File: src/sv/prau_pkg.sv
// Shared constants and register map for the Pauli rotation amplitude pair unit.
package prau_pkg;

    localparam int INDEX_BITS_DEF  = 20;
    localparam int AMP_BITS_DEF    = 16;
    localparam int QUEUE_DEPTH_DEF = 2;
    localparam int REG_IDX_W       = 3;

    typedef enum logic [REG_IDX_W-1:0] {
        REG_FLIP_MASK      = 3'd0,
        REG_PHASE_MASK     = 3'd1,
        REG_Y_COUNT_MOD4   = 3'd2,
        REG_CONTROL_SELECT = 3'd3,
        REG_CONTROL_VALUE  = 3'd4,
        REG_COS_HALF       = 3'd5,
        REG_SIN_HALF       = 3'd6
    } t_reg_idx;

endpackage

File: src/sv/prau_queue.sv
// Small first-in first-out queue between the front and back ends.
module prau_queue import prau_pkg::*; #(
    parameter int WIDTH = 32,
    parameter int DEPTH = QUEUE_DEPTH_DEF
) (
    input  logic             i_clk,
    input  logic             i_rst_n,
    input  logic             i_push,
    input  logic [WIDTH-1:0] i_data,
    input  logic             i_pop,
    output logic             o_valid,
    output logic             o_full,
    output logic [WIDTH-1:0] o_data
);

    localparam int PTR_W = (DEPTH > 1) ? $clog2(DEPTH) : 1;
    localparam int CNT_W = $clog2(DEPTH + 1);

    logic [WIDTH-1:0] r_mem [DEPTH];
    logic [PTR_W-1:0] r_wr_ptr;
    logic [PTR_W-1:0] r_rd_ptr;
    logic [CNT_W-1:0] r_count;
    logic [PTR_W-1:0] n_wr_ptr;
    logic [PTR_W-1:0] n_rd_ptr;
    logic [CNT_W-1:0] n_count;
    logic             do_pop;

    assign do_pop = i_pop && (r_count != '0);

    always_comb begin
        n_wr_ptr = r_wr_ptr;
        n_rd_ptr = r_rd_ptr;
        n_count  = r_count;
        if (i_push) begin
            n_wr_ptr = (r_wr_ptr == PTR_W'(DEPTH - 1)) ? '0 : r_wr_ptr + 1'b1;
        end
        if (do_pop) begin
            n_rd_ptr = (r_rd_ptr == PTR_W'(DEPTH - 1)) ? '0 : r_rd_ptr + 1'b1;
        end
        if (i_push && !do_pop) begin
            n_count = r_count + 1'b1;
        end else if (!i_push && do_pop) begin
            n_count = r_count - 1'b1;
        end
    end

    always_ff @(posedge i_clk) begin
        if (!i_rst_n) begin
            r_wr_ptr <= '0;
            r_rd_ptr <= '0;
            r_count  <= '0;
        end else begin
            r_wr_ptr <= n_wr_ptr;
            r_rd_ptr <= n_rd_ptr;
            r_count  <= n_count;
        end
    end

    always_ff @(posedge i_clk) begin
        if (i_push) begin
            r_mem[r_wr_ptr] <= i_data;
        end
    end

    assign o_valid = (r_count != '0);
    assign o_full  = (r_count == CNT_W'(DEPTH));
    assign o_data  = r_mem[r_rd_ptr];

endmodule

File: config.mk
export PLATFORM = sky130hd
export DESIGN_NAME = prau_queue
export DESIGN_NICKNAME = d
export VERILOG_FILES = /design/src/sv/prau_pkg.sv /design/src/sv/prau_queue.sv
export SDC_FILE = /design/constraint.sdc
export NUM_CORES = 1
export LEC_CHECK = 0
export BUFFER_PORTS_ARGS = -buffer_cell sky130_fd_sc_hd__buf_2
export CORE_ASPECT_RATIO = 1.1
export CORE_MARGIN = 2
export CORE_UTILIZATION = 25
export CTS_CLUSTER_DIAMETER = 100
export DETAILED_ROUTE_END_ITERATION = 8
export PLACE_DENSITY_LB_ADDON = 0.08
export REMOVE_ABC_BUFFERS = 1
export SYNTH_ARGS = -nofsm -noshare
export SYNTH_HDL_FRONTEND = slang
export SYNTH_SLANG_ARGS = --single-unit
File: constraint.sdc
create_clock -name i_clk -period 5.5 [get_ports i_clk]
set_input_delay 0 -clock i_clk [delete_from_list [all_inputs] [get_ports i_clk]]
set_output_delay 0 -clock i_clk [all_outputs]
set_load 0.01 [all_outputs]
**After elaboration in Yosys (flattened, before gate mapping)**

Memory sizes are Yosys's and may differ from the RTL's. A register that Yosys moved wholly into a read port is not among the register bits.
Cells that the tools add are included.

- Bits in registers: 4
- Bits in writable memories: 64
- Input bits: 36
- Logic and storage cells: 24
- Memories kept: 1

Memories:

| name | depth | bits a word | read ports | clocked after Yosys merged registers in | wr ports | RTL line | source |
|---|---|---|---|---|---|---|---|
| r_mem | 2 | 32 | 1 | 1 | 1 | prau_queue.sv:19 | `logic [WIDTH-1:0] r_mem [DEPTH];` |

- Add/subtract/negate cells: 4
- Equality and inequality tests: 1
- Multiplexer cells: 8
- Reduce and logical (&&, ||, !) cells: 7

Operators with widths:

| kind | count |
|---|---|
| 1-bit two-way mux | 6 |
| 2-bit two-way mux | 2 |
| 2-bit nonzero test | 2 |
| 1-bit logical AND | 3 |
| 1-bit adder, second input constant | 2 |
| 2-bit by 1-bit adder with 2-bit output, second input constant | 1 |
| 2-bit equality test, second input constant | 1 |
| 1-bit logical NOT | 2 |
| 2-bit by 1-bit subtractor with 2-bit output, second input constant | 1 |

**Longest topological paths before layout**

- Depth after elaboration: 5
- Gate-level depth with buffers: 5

**Worst setup path before layout**

OpenSTA, ideal clock, no wires.

- Path type: reg2reg
- Start: register r_wr_ptr
- End: memory r_mem[0][0] (enable)
- Setup time: 0.426 ns
- Data arrival time: 1.776 ns
- Setup slack: 3.298 ns
- Stages on the path, launching flop included: 2
- Clock period less this slack: 2.202 ns
- Path through: dfxtp_1 -> nor2b_1

RTL lines:

| item | RTL line | source |
|---|---|---|
| start, declared | prau_queue.sv:20 | `logic [PTR_W-1:0] r_wr_ptr;` |
| start signal, assigned | prau_queue.sv:53 | `r_wr_ptr <= n_wr_ptr;` |
| end, declared | prau_queue.sv:19 |  |

Straight into the memory's write port.

==> metrics.md <==
| Metric | Value |
|---|---|
| First-pass GRT wire length | 7272 um |
| ANT nets after route | 0 |
| I/O pins | 70 |
| CTS Sinks | 69 |
| Wirelength per Cell | 13.47 um |
| Power, Total | 1.492 mW |
| CP arrival | 1.76 ns |
| Detailed-route DRC error count | 0 |
| CTS clock-pin slew for the worst setup and hold paths | 0.07 ns |
| Initial antenna violation count | 0 |
| Max clock buf depth | 2 |
| Via count | 1419 |
| Post-synthesis register bit count | 69 |
| Slew margin rel. | 35.09% |
| Total wire length | 4797 um |
| Worst Path Buf+Inv | 1 |
| Routed vias/inst | 3.986 |
| Yosys top cell area share | 76.00% |
| Unique masters post-synth | 17 |
| Cell breakdown of the critical path | mux2_2 -> buf_2 |
| Register area | 2023 um^2 |
| Clock root buffer | clkbuf_8 |
| Design area | 3600 um^2 |
| Port-buffer cells | 69 |
| Worst Max-Slew Pin Slew | 0.9716 ns |
| Fmax | 568.2 MHz |
| Cell taking the most area after synthesis | edfxtp_1 |
| Sequential share of the synthesized area | 79.96% |
| H-tree depth | 3 |
| Initial DRC Count | 34 |
| Cells taking the most area after synthesis | edfxtp_1 (76%), mux2_2 (13%), dfxtp_1 (4.0%), and2_1 (0.99%), buf_4 (0.89%) |
| Final hold violation count | 0 |
| CP startpoint kind | flop |
| Die H | 109.5 um |
| Total die area | 10940 um^2 |
| GRT overflow | 0 |
| WS Path Type | reg -> out |
| Final slew viol count | 0 |
| Critical path data required time | 5.50 ns |
| CP max-delay cell | dfxtp_2 |
| Hold crit path type | in -> reg |
| Initial Utilization | 25.69% |
| Commonest cells after routing, fill and taps aside | buf_2 (69), edfxtp_1 (64), dlygate4sd3_1 (33), mux2_2 (30), clkbuf_8 (9) |
| Setup Viol. Count Final | 0 |
| Slowest stage delay, CP | 0.85 ns |
| Leakage | 1.356 nW |
| Placement Cell Area | 3008 um^2 |
| Most common cell after layout, fill and taps aside | buf_2 |
| Mapped cell area | 2529 um^2 |
| Worst setup margin | 3.740 ns |
| DRT Pass-1 Iters | 3 |
| Final HPWL DP | 3077 um |
| Syn-to-layout area delta | 42.36% |
| Setup TNS | 0 ns |
| GRT Total Usage | 9.189% |
| Fill cells | 952 |
| Final Core Density | 36.58% |
| VDD IR max | 180.1 uV |
| Tcrit/Tclk final | 32.00% |
| Number of cells produced by synthesis | 122 |
| PD cells | 414.5 nW/um^2 |
| Gpl congestion | 0.7080 |
| Pre-CTS setup slack | 3.952 ns |
| Cell family with most CP delay | flip-flops |
| Status | finished clean |
| Min Tclk post-route | 1.760 ns |
| Avg Cell Area, Syn | 20.73 um^2 |
| Worst-path fanout max | 32 |
| Share of post-route cells with drive strength above 1 | 50.00% |
| Row count | 38 |
| # diodes | 0 |
| Total CTS buffers | 9 |
| RSZ-0062 raised after global routing | no |
| Largest net degree at the start of global routing | 34 |
| Vias in the first global route | 1521 |
| Placeable core area | 9842 um^2 |
| Synth warnings | 0 |
| Clk_skew | 0.006398 ns |
| Worst skew pair latency | 0.33 ns |
| Crit path capture type | output port |
| Layout Nets | 268 |
| Die X-Extent | 99.89 um |
| Maxcap violations | 0 |
| TritonCTS clock tree | built |
| Footprint of the multi-input gates | 489.2 um^2 |
[routing by layer]
layer	track usage (%)	share of wire [%]	wire, um
met2	16.70	54	2597
met5	0	0	0
met4	4.990	2.1	100
met3	3.242	5.4	260
met1	9.187	38	1839
[logic make-up after synthesis]
kind of cell,after synthesis,share of synthesized area (%)
AOI/OAI and AO/OA,4,0.9895
and+or+nand+nor,9,2.227
adders and majority gates,1,0.4947
DFF,69,79.96
buffers and inverters,4,1.039
muxes,32,14.25
xor gates and xnor gates,3,1.039
[synth_stat cells]
| library cell | count |
|---|---|
| a21boi_1 | 1 |
| and2_1 | 4 |
| buf_4 | 3 |
| clkbuf_1 | 1 |
| dfxtp_1 | 5 |
| edfxtp_1 | 64 |
| ha_1 | 1 |
| mux2_1 | 2 |
| mux2_2 | 30 |
| nor2b_1 | 3 |
| o21a_1 | 1 |
| o21ai_0 | 1 |
| o21ai_1 | 1 |
| or2_2 | 1 |
| or3_1 | 1 |
| xnor2_1 | 2 |
| xor2_1 | 1 |
[per-stage QoR]
step | hold slack, ns | std cells
2_1_floorplan | 0.09887 | 118
3_3_place_gp | 0.1912 | 307
3_5_place_dp | 0.1915 | 307
4_1_cts | 0.01419 | 356
5_1_grt | 0.03409 | 356
6_report | 0.02370 | 356
[final cells by class]
class | instances | share of cell area, %
flip-flops and latches | 69 | 56.20
clock inverters | 7 | 3.823
repair buffers | 102 | 18.77
well taps | 120 | 4.171
multi-input cells | 49 | 13.59
clock buffers | 9 | 3.441
[final timing paths]
check	end	start	slack, ns	depth (start not counted)
max	o_data[13]	flop	3.74	2
min	r_wr_ptr	i_push	0.02	3
max reg2reg	r_mem[0][17]	r_wr_ptr	4.00	1
min reg2reg	r_count[1]	r_count[1]	0.57	2
[sequential cells by signal, summed over array words and instances (netlist names), named ones only]
register and flops:
r_rd_ptr 1, r_count 2, r_mem 64, r_wr_ptr 1
[power breakdown]
part | internal (mW) | switching (mW) | leakage [nW]
Sequential | 0.616 | 0.0545 | 0.642
Clock | 0.345 | 0.184 | 0.131
Combinational | 0.172 | 0.120 | 0.583
Total | 1.13 | 0.359 | 1.36
[what timing repair did]
| item | 4_1_cts | 5_1_grt |
|---|---|---|
| hold endpoints to repair | 69 | 0 |
| gates resized for setup | 0 | 0 |
| buffers inserted | 0 | 0 |
| hold buffers | 33 | 0 |
Power figures use the tool's default switching activity.
