**src/sv/prau_pkg.sv**
```systemverilog
// Shared constants and register map for the Pauli rotation amplitude pair unit.
package prau_pkg;

    localparam int INDEX_BITS_DEF  = 20;
    localparam int AMP_BITS_DEF    = 16;
    localparam int QUEUE_DEPTH_DEF = 2;
    localparam int REG_IDX_W       = 3;

    typedef enum logic [REG_IDX_W-1:0] {
        REG_FLIP_MASK      = 3'd0,
        REG_PHASE_MASK     = 3'd1,
        REG_Y_COUNT_MOD4   = 3'd2,
        REG_CONTROL_SELECT = 3'd3,
        REG_CONTROL_VALUE  = 3'd4,
        REG_COS_HALF       = 3'd5,
        REG_SIN_HALF       = 3'd6
    } t_reg_idx;

endpackage

```
**src/sv/prau_front.sv**
```systemverilog
// Front end: classify a request, form the partner index and the turned amplitudes.
module prau_front import prau_pkg::*; #(
    parameter int INDEX_BITS = INDEX_BITS_DEF,
    parameter int AMP_BITS   = AMP_BITS_DEF,
    parameter int ENTRY_W    = INDEX_BITS + 1 + 8 * AMP_BITS + 4
) (
    input  logic                       i_start,
    input  logic                       i_full,
    input  logic [INDEX_BITS-1:0]      i_first_index,
    input  logic signed [AMP_BITS-1:0] i_a_real,
    input  logic signed [AMP_BITS-1:0] i_a_imag,
    input  logic signed [AMP_BITS-1:0] i_b_real,
    input  logic signed [AMP_BITS-1:0] i_b_imag,
    input  logic [INDEX_BITS-1:0]      i_flip_mask,
    input  logic [INDEX_BITS-1:0]      i_phase_mask,
    input  logic [1:0]                 i_y_count_mod4,
    input  logic [INDEX_BITS-1:0]      i_control_select,
    input  logic [INDEX_BITS-1:0]      i_control_value,
    output logic                       o_push,
    output logic [ENTRY_W-1:0]         o_entry
);

    localparam int W = AMP_BITS;

    typedef struct packed {
        logic [INDEX_BITS-1:0] partner;
        logic                  go;
        logic signed [W-1:0]   ar;
        logic signed [W-1:0]   ai;
        logic signed [W-1:0]   br;
        logic signed [W-1:0]   bi;
        logic signed [W:0]     ta_r;
        logic signed [W:0]     ta_i;
        logic signed [W:0]     tb_r;
        logic signed [W:0]     tb_i;
    } t_entry;

    // Multiply (re, im) by i^q, one extra bit keeps the negated minimum exact.
    function automatic logic signed [2*W+1:0] turn(input logic signed [W-1:0] re,
                                                   input logic signed [W-1:0] im,
                                                   input logic [1:0] q);
        logic signed [W:0] xr;
        logic signed [W:0] xi;
        logic signed [W:0] orr;
        logic signed [W:0] oi;
        xr = {re[W-1], re};
        xi = {im[W-1], im};
        case (q)
            2'd0: begin
                orr = xr;  oi = xi;
            end
            2'd1: begin
                orr = -xi; oi = xr;
            end
            2'd2: begin
                orr = -xr; oi = -xi;
            end
            default: begin
                orr = xi;  oi = -xr;
            end
        endcase
        return {orr, oi};
    endfunction

    logic [INDEX_BITS-1:0] partner;
    logic                  diag;
    logic                  go;
    logic [1:0]            q_a;
    logic [1:0]            q_b;
    logic signed [W-1:0]   eff_br;
    logic signed [W-1:0]   eff_bi;
    t_entry                entry;

    assign partner = i_first_index ^ i_flip_mask;
    assign diag    = (i_flip_mask == '0);
    assign go      = ((i_first_index & i_control_select) == i_control_value)
                     && (diag || (i_first_index < partner));

    // Quarter plus three, taken modulo four by the 2-bit add.
    assign q_a = {^(i_first_index & i_phase_mask), 1'b0} + i_y_count_mod4 + 2'd3;
    assign q_b = {^(partner & i_phase_mask), 1'b0} + i_y_count_mod4 + 2'd3;

    // With no flip the partner is the first amplitude itself.
    assign eff_br = diag ? i_a_real : i_b_real;
    assign eff_bi = diag ? i_a_imag : i_b_imag;

    always_comb begin
        entry.partner        = partner;
        entry.go             = go;
        entry.ar             = i_a_real;
        entry.ai             = i_a_imag;
        entry.br             = eff_br;
        entry.bi             = eff_bi;
        {entry.ta_r, entry.ta_i} = turn(eff_br, eff_bi, q_b);
        {entry.tb_r, entry.tb_i} = turn(i_a_real, i_a_imag, q_a);
    end

    assign o_push  = i_start && !i_full;
    assign o_entry = entry;

endmodule

```
**config.mk**
```make
export PLATFORM = sky130hd
export DESIGN_NAME = prau_front
export DESIGN_NICKNAME = d
export VERILOG_FILES = /design/src/sv/prau_pkg.sv /design/src/sv/prau_front.sv
export SDC_FILE = /design/constraint.sdc
export NUM_CORES = 1
export LEC_CHECK = 0
export BUFFER_PORTS_ARGS = -buffer_cell sky130_fd_sc_hd__buf_4
export CAP_MARGIN = 25
export CORE_AREA = 2 2 127 129
export DETAILED_ROUTE_END_ITERATION = 16
export DIE_AREA = 0 0 129 131
export PLACE_DENSITY = 0.72
export SYNTH_ARGS = -nofsm -noshare
export SYNTH_HDL_FRONTEND = slang
export SYNTH_SLANG_ARGS = --single-unit
```
**constraint.sdc**
```tcl
create_clock -name vclk -period 6.9
set_clock_uncertainty 0.05 [all_clocks]
set_input_delay 1.38 -clock vclk [all_inputs]
set_output_delay 1.38 -clock vclk [all_outputs]
set_load 0.02 [all_outputs]
```
======== Yosys cells after proc, flatten, opt, wreduce, memory -nomap -nowiden ========
Index checks and enable logic that the tools add are counted.
word-level totals
  flip-flop bits (word level) ............. 0
  bits in latches ......................... 0
  memory bits (writable) .................. 0
  ROM bits ................................ 0
  output and inout port bits .............. 154
  word-level logic and storage cells ...... 33
  memories ................................ 0
operators by class
  add/subtract/negate cells ............... 8
  $mul .................................... 0
  div/mod/pow operators ................... 0
  magnitude comparators ................... 1
  equality and inequality tests ........... 5
  shift operators ......................... 0
  muxes and demuxes ....................... 6
  bitwise logic cells ..................... 4
  reductions and logical operators ........ 9
operators by type and width
  cell                                                 count
  one-hot mux 17 bit (3 select lines)                  4
  negation 16 -> 17 bit                                4
  bitwise AND 20 bit                                   3
  XOR reduction 20 bit                                 2
  two-way mux 16 bit                                   2
  equality test 20 bit                                 1
  zero test 20 bit                                     1
  less-than comparator 20 bit                          1
  bitwise XOR 20 bit                                   1
  adder 2 bit                                          2
  adder 2 bit, second input constant                   2
  equality test 2 x 1 -> 1 bit, second input constant  2
  equality test 2 bit, second input constant           2
  zero test 2 bit                                      2
  logical AND 1 bit                                    2
  zero test 1 bit                                      1
  logical OR 1 bit                                     1

======== Depth between registers and ports, before layout ========
Gate-level depths: netlist of the first run.
  depth in word-level cells ............... 7
  mapped depth ............................ 14
  mapped depth without buffers ............ 12

======== Worst setup path before layout of the first run ========
OpenSTA, ideal clock, no wires.
  kind .................................... input-to-output
  start ................................... input i_flip_mask[5]
  end ..................................... output o_entry[48]
  data arrival time ....................... 4.729 ns
  required time ........................... 5.470 ns
  path slack .............................. 0.741 ns
  cell stages on the path ................. 14
  buffers on the path ..................... 2
  cell sequence ........................... nor4_1 nand3_1 nor2_2 clkbuf_1 buf_2 mux2_2 inv_1 ha_1 nor3b_1 mux2i_1 nor3_1 a31oi_2 xnor2_1 mux2_2
RTL lines
  what                                 line              text
  start, declared                      prau_front.sv:14  input logic [INDEX_BITS-1:0] i_flip_mask,
  zero test 20 bit                     prau_front.sv:75  assign diag = (i_flip_mask == '0);
  two-way mux 16 bit                   prau_front.sv:85  assign eff_bi = diag ? i_a_imag : i_b_imag;
  net o_entry[69]                      prau_front.sv:20  output logic [ENTRY_W-1:0] o_entry
  negation 16 -> 17 bit                prau_front.sv:56  orr = -xr; oi = -xi;
  one-hot mux 17 bit (3 select lines)  prau_front.sv:48  case (q)
  end, declared                        prau_front.sv:20
The timed path passes the listed nets, and every way through them passes these cells.

======== Final worst setup path of the first run ========
  start ................................... input i_first_index[0]
  end ..................................... output o_entry[49]
between the ends
  word-level cells in the longest chain between the ends .. 7
ends and longest elaborated chain
  what                                         line              text
  start, declared                              prau_front.sv:9   input logic [INDEX_BITS-1:0] i_first_index,
  bitwise XOR 20 bit *                         prau_front.sv:74  assign partner = i_first_index ^ i_flip_mask;
  bitwise AND 20 bit *                         prau_front.sv:81  assign q_b = {^(partner & i_phase_mask), 1'b0} + i_y_count_mod4 + 2'd3;
  XOR reduction 20 bit *                       prau_front.sv:81
  adder 2 bit * (2 in a row)                   prau_front.sv:81
  equality test 2 bit (tied with other cells)  prau_front.sv:48
  one-hot mux 17 bit (3 select lines) *        prau_front.sv:48
Every way passes the cells marked *; elsewhere a longest branch is shown, timed or not.

==> results of run 1 <==
[through the flow]
stage	utilization (%)	instance area (µm²)	total power, mW	instances
after global routing	45.92	7163	3.987	1143
final	45.92	7163	3.715	1143
after CTS	45.92	7163	3.719	1143
after detailed placement	45.92	7163	3.704	1143
after global placement	45.92	7163	3.687	1143
after floorplan	-	4782	2.525	658
[path summary, 6_finish.rpt]
kind / start / end / slack (ns) / cells after the start
min: i_full / o_push / 2.96 / 3
max: i_first_index[0] / o_entry[49] / 0.77 / 13
[worst min-delay path: stages]
cell     delay (ns)
buf_4          0.08
nor2b_1        0.03
buf_4          0.14
[area by class of cell]
type	instances	area [µm²]	area share, %
Inverter	27	101.3	1.415
Timing Repair Buffer	329	2470	34.48
Multi-Input combinational cell	571	4322	60.33
Tap cell	216	270.3	3.773
[where the power goes]
part / switching [mW] / internal, mW
Clock: 0 / 0
Combinational: 2.01 / 1.70
Sequential: 0 / 0
[cells by family (layout without fill, tap and decap cells)]
group	after synthesis	after routing	synth area share, %
muxes	108	108	24.31
xor gates and xnor gates	158	158	30.98
adders and majority gates	13	13	3.401
AOI/OAI and AO/OA	64	64	9.445
and+or+nand+nor	228	228	21.82
buffers and inverters	87	356	10.05
[per-layer routing]
| layer | vias to the layer above | wire [µm] | track usage [%] |
|---|---|---|---|
| met3 | 22 | 1311 | 2.932 |
| met1 | 2586 | 10130 | 35.72 |
| met5 | - | 19 | 0 |
| met4 | 2 | 320 | 3.325 |
| met2 | 227 | 9854 | 36.88 |
| li1 | 2754 | - | - |
[cells in the mapped netlist, types with 2 or more instances]
library cell  instances
nor4_1               10
o31ai_1               4
nor3_1               18
xnor3_1               6
buf_2                 6
nand3_1               7
buf_4                33
mux2_2               45
buf_6                 3
ha_1                 13
o41ai_1               5
xnor2_1              92
a31o_2                3
inv_1                27
nor3b_1               5
and2_1                3
o21ai_0              11
nor2_1               51
a21o_1                2
buf_1                 4
clkbuf_1             14
a21oi_1              14
o21bai_1              4
nor2b_1              10
a21boi_2              2
nand2b_1              7
mux2i_1              61
or3_1                 4
a31oi_1               4
o31a_1                2
or2_2                 2
mux4_2                2
xor2_1               59
nand3b_1              2
a211oi_1              3
o21a_1                4
nand4_1               4
nand2_1              99
==> run_results.csv, run 1 <==
group,metric,value,unit
status,outcome,"complete, no violations",
routing,antenna_left,0,
sta,min_period_over_period,88.90,%
routing,avgViaCountPerCell,4.892,
yosys,synth_top_area_share,16.85,%
global_route,antenna_found_initial,1,
setup_path,critical-path-top-delay-family,"XOR/XNOR gates",
routing,first_iter_violations,469,
yosys,synth_nets,839,
routing,routedWlPerCell,18.92,µm
die,ioPinCount,322,
sta,tns,0,ns
cts,post_cts_buffers,0,
global_route,grt_max_degree,74,
flow_run,max_cap_violations,0,
setup_path,critPathBufInv,4,
yosys,synth_top_area_cell,"xnor2_1",
routing,vias,5591,
setup_path,startpoint_type,"input port",
layout,final_common_cell,"buf_4",
power,powerDensity,518.7,nW/µm²
yosys,yosysSeqAreaShare,0,%
layout,drive_above_1_share,41.96,%
die,rows,46,
setup_path,slowest_stage,"buf_4",
layout,insertedDiodeCount,0,
sta,hold_slack,2.964,ns
setup_path,cpPeakStageDelay,0.41,ns
sta,slew_headroom,29.15,%
setup_path,required,5.47,ns
sta,drv_slew,0,
setup_path,cp_max_fo,51,
routing,detail_route.first_pass.iterations,5,
layout,clkbuf_count,0,
placement,place_hpwl,18600,µm
layout,area_growth,49.79,%
global_route,grt.total_usage,23.74,%
yosys,yosys_warnings,0,
yosys,synth.distinct_cells,51,
cts,cts.hold.buffers_added,0,
routing,drt_wl_total,21630,µm
routing,route.detailed.drc,0,
setup_path,worstPathArrival,4.70,ns
placement,port_buffers,322,
power,power_leakage,3.378,nW
setup_path,path_class,"in2out",
sta,fin_crit,6.134,ns
sta,fmax,163.0,MHz
layout,n_fill_cell,1606,
cts,cts_resized,0,
power,ir_drop,536.3,µV
yosys,syn_inst,658,
placement,pre_cts_slack,0.7783,ns
layout,nFlopsAndLatches,0,
sta,tightest_slew,1.049,ns
setup_path,endpoint_kind,"primary output",
layout,final_cell_mix,"329 x buf_4, 99 x nand2_1, 91 x xnor2_1",
sta,rsz0062_at_grt,"false",
setup_path,path_cells,"buf_4 > inv_1 > ha_1 > nor2b_1 > xnor3_1 > xnor3_1 > xnor3_1 > xnor3_2 > buf_4 > a21boi_2 > xnor2_1 > mux2_2 > buf_4",
die,dieArea,16900,µm²
die,initial_core_util,30.66,%
global_route,grt_pass1_vias,5216,
layout,final_nets,1110,
yosys,avgSynthCellArea,7.268,µm²
die,coreArea,15600,µm²
yosys,synth_area_leaders,"xnor2_1 17%, mux2i_1 13%, xor2_1 11%",
sta,finalSetupViolCount,0,
placement,gp_congestion,0.9641,
layout,register_area,0,µm²
sta,timing.final.hold_violations,0,
sta,worst_slack,0.7657,ns
die,die_width,129,µm
global_route,gr-total-overflow,0,
min_path,hp-class,"in2out",
global_route,grt_pass1_wl,30930,µm
yosys,syn-cell-area,4782,µm²
die,die_h,131,µm
Note: power is estimated with default switching activity, not from simulation.
==> inputs of run 2 (changes only) <==
--- a/config.mk
+++ b/config.mk
@@ -12,3 +12,3 @@
 export DIE_AREA = 0 0 129 131
-export PLACE_DENSITY = 0.72
+export PLACE_DENSITY = 0.75
 export SYNTH_ARGS = -nofsm -noshare
==> constraint.sdc (replaced) <==
create_clock -name vclk -period 5.45
set_clock_uncertainty 0.05 [all_clocks]
set_input_delay 1.3625 -clock vclk [all_inputs]
set_output_delay 1.3625 -clock vclk [all_outputs]
set_load 0.02 [all_outputs]
==> run_results.csv, run 2 (synthesis results as in run 1) <==
group,metric,value,unit
power,ir_drop,752.7,µV
status,violations,"negative setup slack",
global_route,gr-total-overflow,0,
setup_path,required,4.04,ns
setup_path,slowest_stage,"xnor3_1",
global_route,grt.total_usage,25.30,%
global_route,grt_pass1_wl,32750,µm
setup_path,path_class,"in2out",
power,power_leakage,3.904,nW
sta,fmax,182.0,MHz
routing,vias,6000,
layout,final_nets,1177,
sta,tightest_slew,0.7103,ns
layout,register_area,0,µm²
die,die_width,129,µm
global_route,grt_pass1_vias,5522,
routing,antenna_left,0,
setup_path,cp_max_fo,6,
setup_path,path_cells,"buf_4 > ha_4 > nand2_4 > xnor2_2 > xnor3_1 > xnor3_1 > xnor3_2 > buf_12 > a31o_2 > xnor2_1 > mux2_4 > buf_6",
layout,clkbuf_count,0,
setup_path,critPathBufInv,3,
flow_run,max_cap_violations,0,
routing,detail_route.first_pass.iterations,6,
routing,routedWlPerCell,19.50,µm
layout,area_growth,73.23,%
setup_path,worstSetupPathDepth,12,
sta,min_period_over_period,100.8,%
setup_path,crit_path_end,"o_entry[64]",
cts,cts.hold.buffers_added,0,
status,outcome,"complete, but fails checks",
die,rows,46,
layout,final_common_cell,"buf_4",
sta,timing.final.hold_violations,0,
setup_path,cpPeakStageDelay,0.44,ns
sta,rsz0062_at_grt,"true",
die,die_h,131,µm
setup_path,endpoint_kind,"primary output",
die,dieArea,16900,µm²
sta,worst_slack,-0.04477,ns
routing,drt_wl_total,23590,µm
sta,finalSetupViolCount,14,
global_route,grt_max_degree,52,
setup_path,path_common_cell,"xnor3_1",
placement,place_hpwl,19780,µm
placement,dpl-instance-area,7732,µm²
setup_path,worstPathArrival,4.08,ns
layout,n_fill_cell,1513,
die,coreArea,15600,µm²
sta,fin_crit,5.495,ns
sta,drv_slew,0,
setup_path,critical-path-top-delay-family,"XOR/XNOR gates",
die,initial_core_util,30.66,%
layout,final_cell_mix,"363 x buf_4, 94 x nand2_1, 88 x xnor2_1",
routing,first_iter_violations,293,
setup_path,startpoint_type,"input port",
die,ioPinCount,322,
sta,slew_headroom,52.13,%
placement,pre_cts_slack,-0.3500,ns
setup_path,startpoint,"i_flip_mask[10]",
layout,nFlopsAndLatches,0,
placement,gp_congestion,0.9646,
layout,drive_above_1_share,50.70,%
layout,finalInstanceArea,8284,µm²
power,powerDensity,664.4,nW/µm²
layout,insertedDiodeCount,0,
placement,port_buffers,322,
routing,avgViaCountPerCell,4.959,
min_path,hp-class,"in2out",
global_route,antenna_found_initial,0,
routing,route.detailed.drc,0,
[run 2: layer usage]
metal	global-route usage [%]	vias up	routed length, µm	share of wire (%)
met5	0	-	0	0
met4	4.731	0	574	2.4
met3	2.606	41	1300	5.5
met1	38.26	2815	11110	47
met2	38.87	249	10610	45
li1	-	2895	-	-
[run 2: cell type report]
class	instances	area [µm²]	area share (%)
multi-input combinational	571	4720	56.97
inverter	27	103.9	1.254
tap	216	270.3	3.262
timing repair buffer	396	3191	38.51
[run 2: repair_timing]
item                                   CTS  global route
pin swaps                                8             8
endpoints found under the hold margin    0             0
setup endpoints to repair               32            34
setup buffers                            1             4
gates cloned                             0             4
resized for setup                        8            74
[run 2: how the worst min path moves through the flow]
stage / cells past startpoint / to / slack, ns / startpoint
floorplan: 1 / o_push / 2.75 / i_full
global placement: 3 / o_push / 2.93 / i_full
detailed placement: 3 / o_push / 2.93 / i_full
global route: 3 / o_push / 2.93 / i_full
finish: 3 / o_push / 2.93 / i_full
CTS: 3 / o_push / 2.93 / i_full
[run 2: power breakdown]
group	internal, mW	switching [mW]	total [mW]
registers	0	0	0
clock network	0	0	0
logic	2.77	2.73	5.50
[run 2: metrics by stage]
stage	instances	total power [mW]	hold slack, ns	TNS (ns)	utilization [%]
after floorplan	658	3.248	2.753	0	-
after global placement	1201	4.797	2.927	-7.423	49.57
after detailed placement	1201	4.855	2.932	-8.907	49.57
after CTS	1202	4.881	2.932	0	49.98
after global routing	1210	5.831	2.934	-1.525	53.11
final	1210	5.504	2.931	-0.2010	53.11
==> inputs of run 3 (changes only) <==
- REMOVE_ABC_BUFFERS: default -> 1
==> run_results.csv, run 3 (synthesis results as in run 1) <==
group,metric,value,unit
global_route,grt_max_degree,50,
sta,tightest_slew,0.8877,ns
sta,finalSetupViolCount,21,
layout,area_growth,80.27,%
layout,final_common_cell,"buf_4",
die,dieArea,16900,µm²
routing,routedWlPerCell,18.10,µm
layout,finalInstanceArea,8621,µm²
status,violations,"negative setup slack",
sta,worst_slack,-0.08719,ns
setup_path,startpoint_type,"input port",
die,die_h,131,µm
min_path,hp-class,"in2out",
layout,insertedDiodeCount,0,
setup_path,path_cells,"buf_6 > nor4_4 > buf_4 > nand3_4 > nor2_4 > buf_6 > mux2i_4 > ha_4 > nor3b_4 > mux2i_2 > nor3_1 > buf_4 > a31oi_4 > xnor2_2 > mux2_4 > buf_6",
die,ioPinCount,322,
setup_path,endpoint_kind,"primary output",
sta,hold_slack,2.918,ns
layout,nFlopsAndLatches,0,
power,powerDensity,700.8,nW/µm²
setup_path,worstPathArrival,4.12,ns
routing,route.detailed.drc,0,
sta,drv_slew,0,
placement,place_hpwl,17970,µm
routing,first_iter_violations,250,
routing,vias,6008,
setup_path,worstSetupPathDepth,16,
sta,timing.final.hold_violations,0,
placement,gp_congestion,0.9920,
min_path,holdPathStages,2,
global_route,grt_pass1_vias,5823,
routing,detail_route.first_pass.iterations,4,
layout,drive_above_1_share,52.41,%
sta,fmax,180.6,MHz
power,ir_drop,403.5,µV
layout,final_cell_mix,"377 x buf_4, 92 x nand2_1, 84 x xnor2_1",
setup_path,slowest_stage,"mux2_4",
die,rows,46,
sta,slew_headroom,40.17,%
placement,dpl-instance-area,7754,µm²
die,initial_core_util,30.66,%
layout,final_nets,1200,
setup_path,path_common_cell,"buf_6",
setup_path,critical-path-top-delay-family,"simple AND/OR/NAND/NOR gates",
layout,register_area,0,µm²
setup_path,cp_max_fo,5,
status,outcome,"complete, but fails checks",
setup_path,cpPeakStageDelay,0.28,ns
global_route,grt_pass1_wl,31530,µm
routing,drt_wl_total,22310,µm
sta,fin_crit,5.537,ns
routing,antenna_left,0,
routing,avgViaCountPerCell,4.873,
sta,min_period_over_period,101.6,%
global_route,gr-total-overflow,0,
setup_path,path_class,"in2out",
global_route,antenna_found_initial,0,
sta,rsz0062_at_grt,"true",
global_route,grt.total_usage,23.92,%
setup_path,required,4.04,ns
die,coreArea,15600,µm²
flow_run,max_cap_violations,0,
placement,port_buffers,322,
setup_path,critPathBufInv,5,
layout,clkbuf_count,0,
die,die_width,129,µm
power,power_leakage,4.121,nW
run 3: cell types whose count changed in the layout (fill, tap and decap cells not counted), sizes merged:
| cell | before | now |
|---|---|---|
| buf | 392 | 417 |
| clkbuf | 4 | 2 |
run 3: stage by stage:
stage	total power [mW]	worst slack [ns]	TNS, ns	utilization (%)	cells
6_report	6.041	-0.08719	-0.9103	55.27	1233
5_1_grt	6.405	-0.2466	-3.418	55.27	1233
4_1_cts	5.409	-0.09170	-0.5750	52.49	1224
3_5_place_dp	4.895	-0.5344	-13.24	49.71	1215
3_3_place_gp	4.807	-0.5218	-12.21	49.71	1215
2_1_floorplan	3.037	-1.650	-37.93	-	598
run 3: where the power goes:
| part | switching, mW | internal [mW] | total, mW |
|---|---|---|---|
| combinational | 2.94 | 3.10 | 6.04 |
| sequential | 0 | 0 | 0 |
| clock | 0 | 0 | 0 |
| total | 2.94 | 3.10 | 6.04 |
run 3: cell type report:
class                      instances  area, µm²
fill                            1426       6977
inverter                          27      103.9
timing repair buffer             419       3418
multi-input combinational        571       4828
tap                              216      270.3
run 3: what timing repair did:
item | CTS | global route
setup endpoints to repair | 32 | 32
pin swaps | 19 | 18
gates cloned | 2 | 3
hold buffers | 0 | 0
setup buffers | 8 | 6
gates resized for setup | 63 | 74
run 3: worst paths after layout:
check                      startpoint      endpoint  slack [ns]
worst max-delay path  i_flip_mask[10]   o_entry[65]       -0.09
worst min-delay path     i_a_imag[11]  o_entry[111]        2.92
run 3: metal layers:
layer	routed length, µm	up-vias	GRT usage (%)
li1	-	2948	-
met1	9308	2801	30.75
met2	10980	230	43.17
met3	1512	29	2.891
met4	512	0	4.731
met5	0	-	0
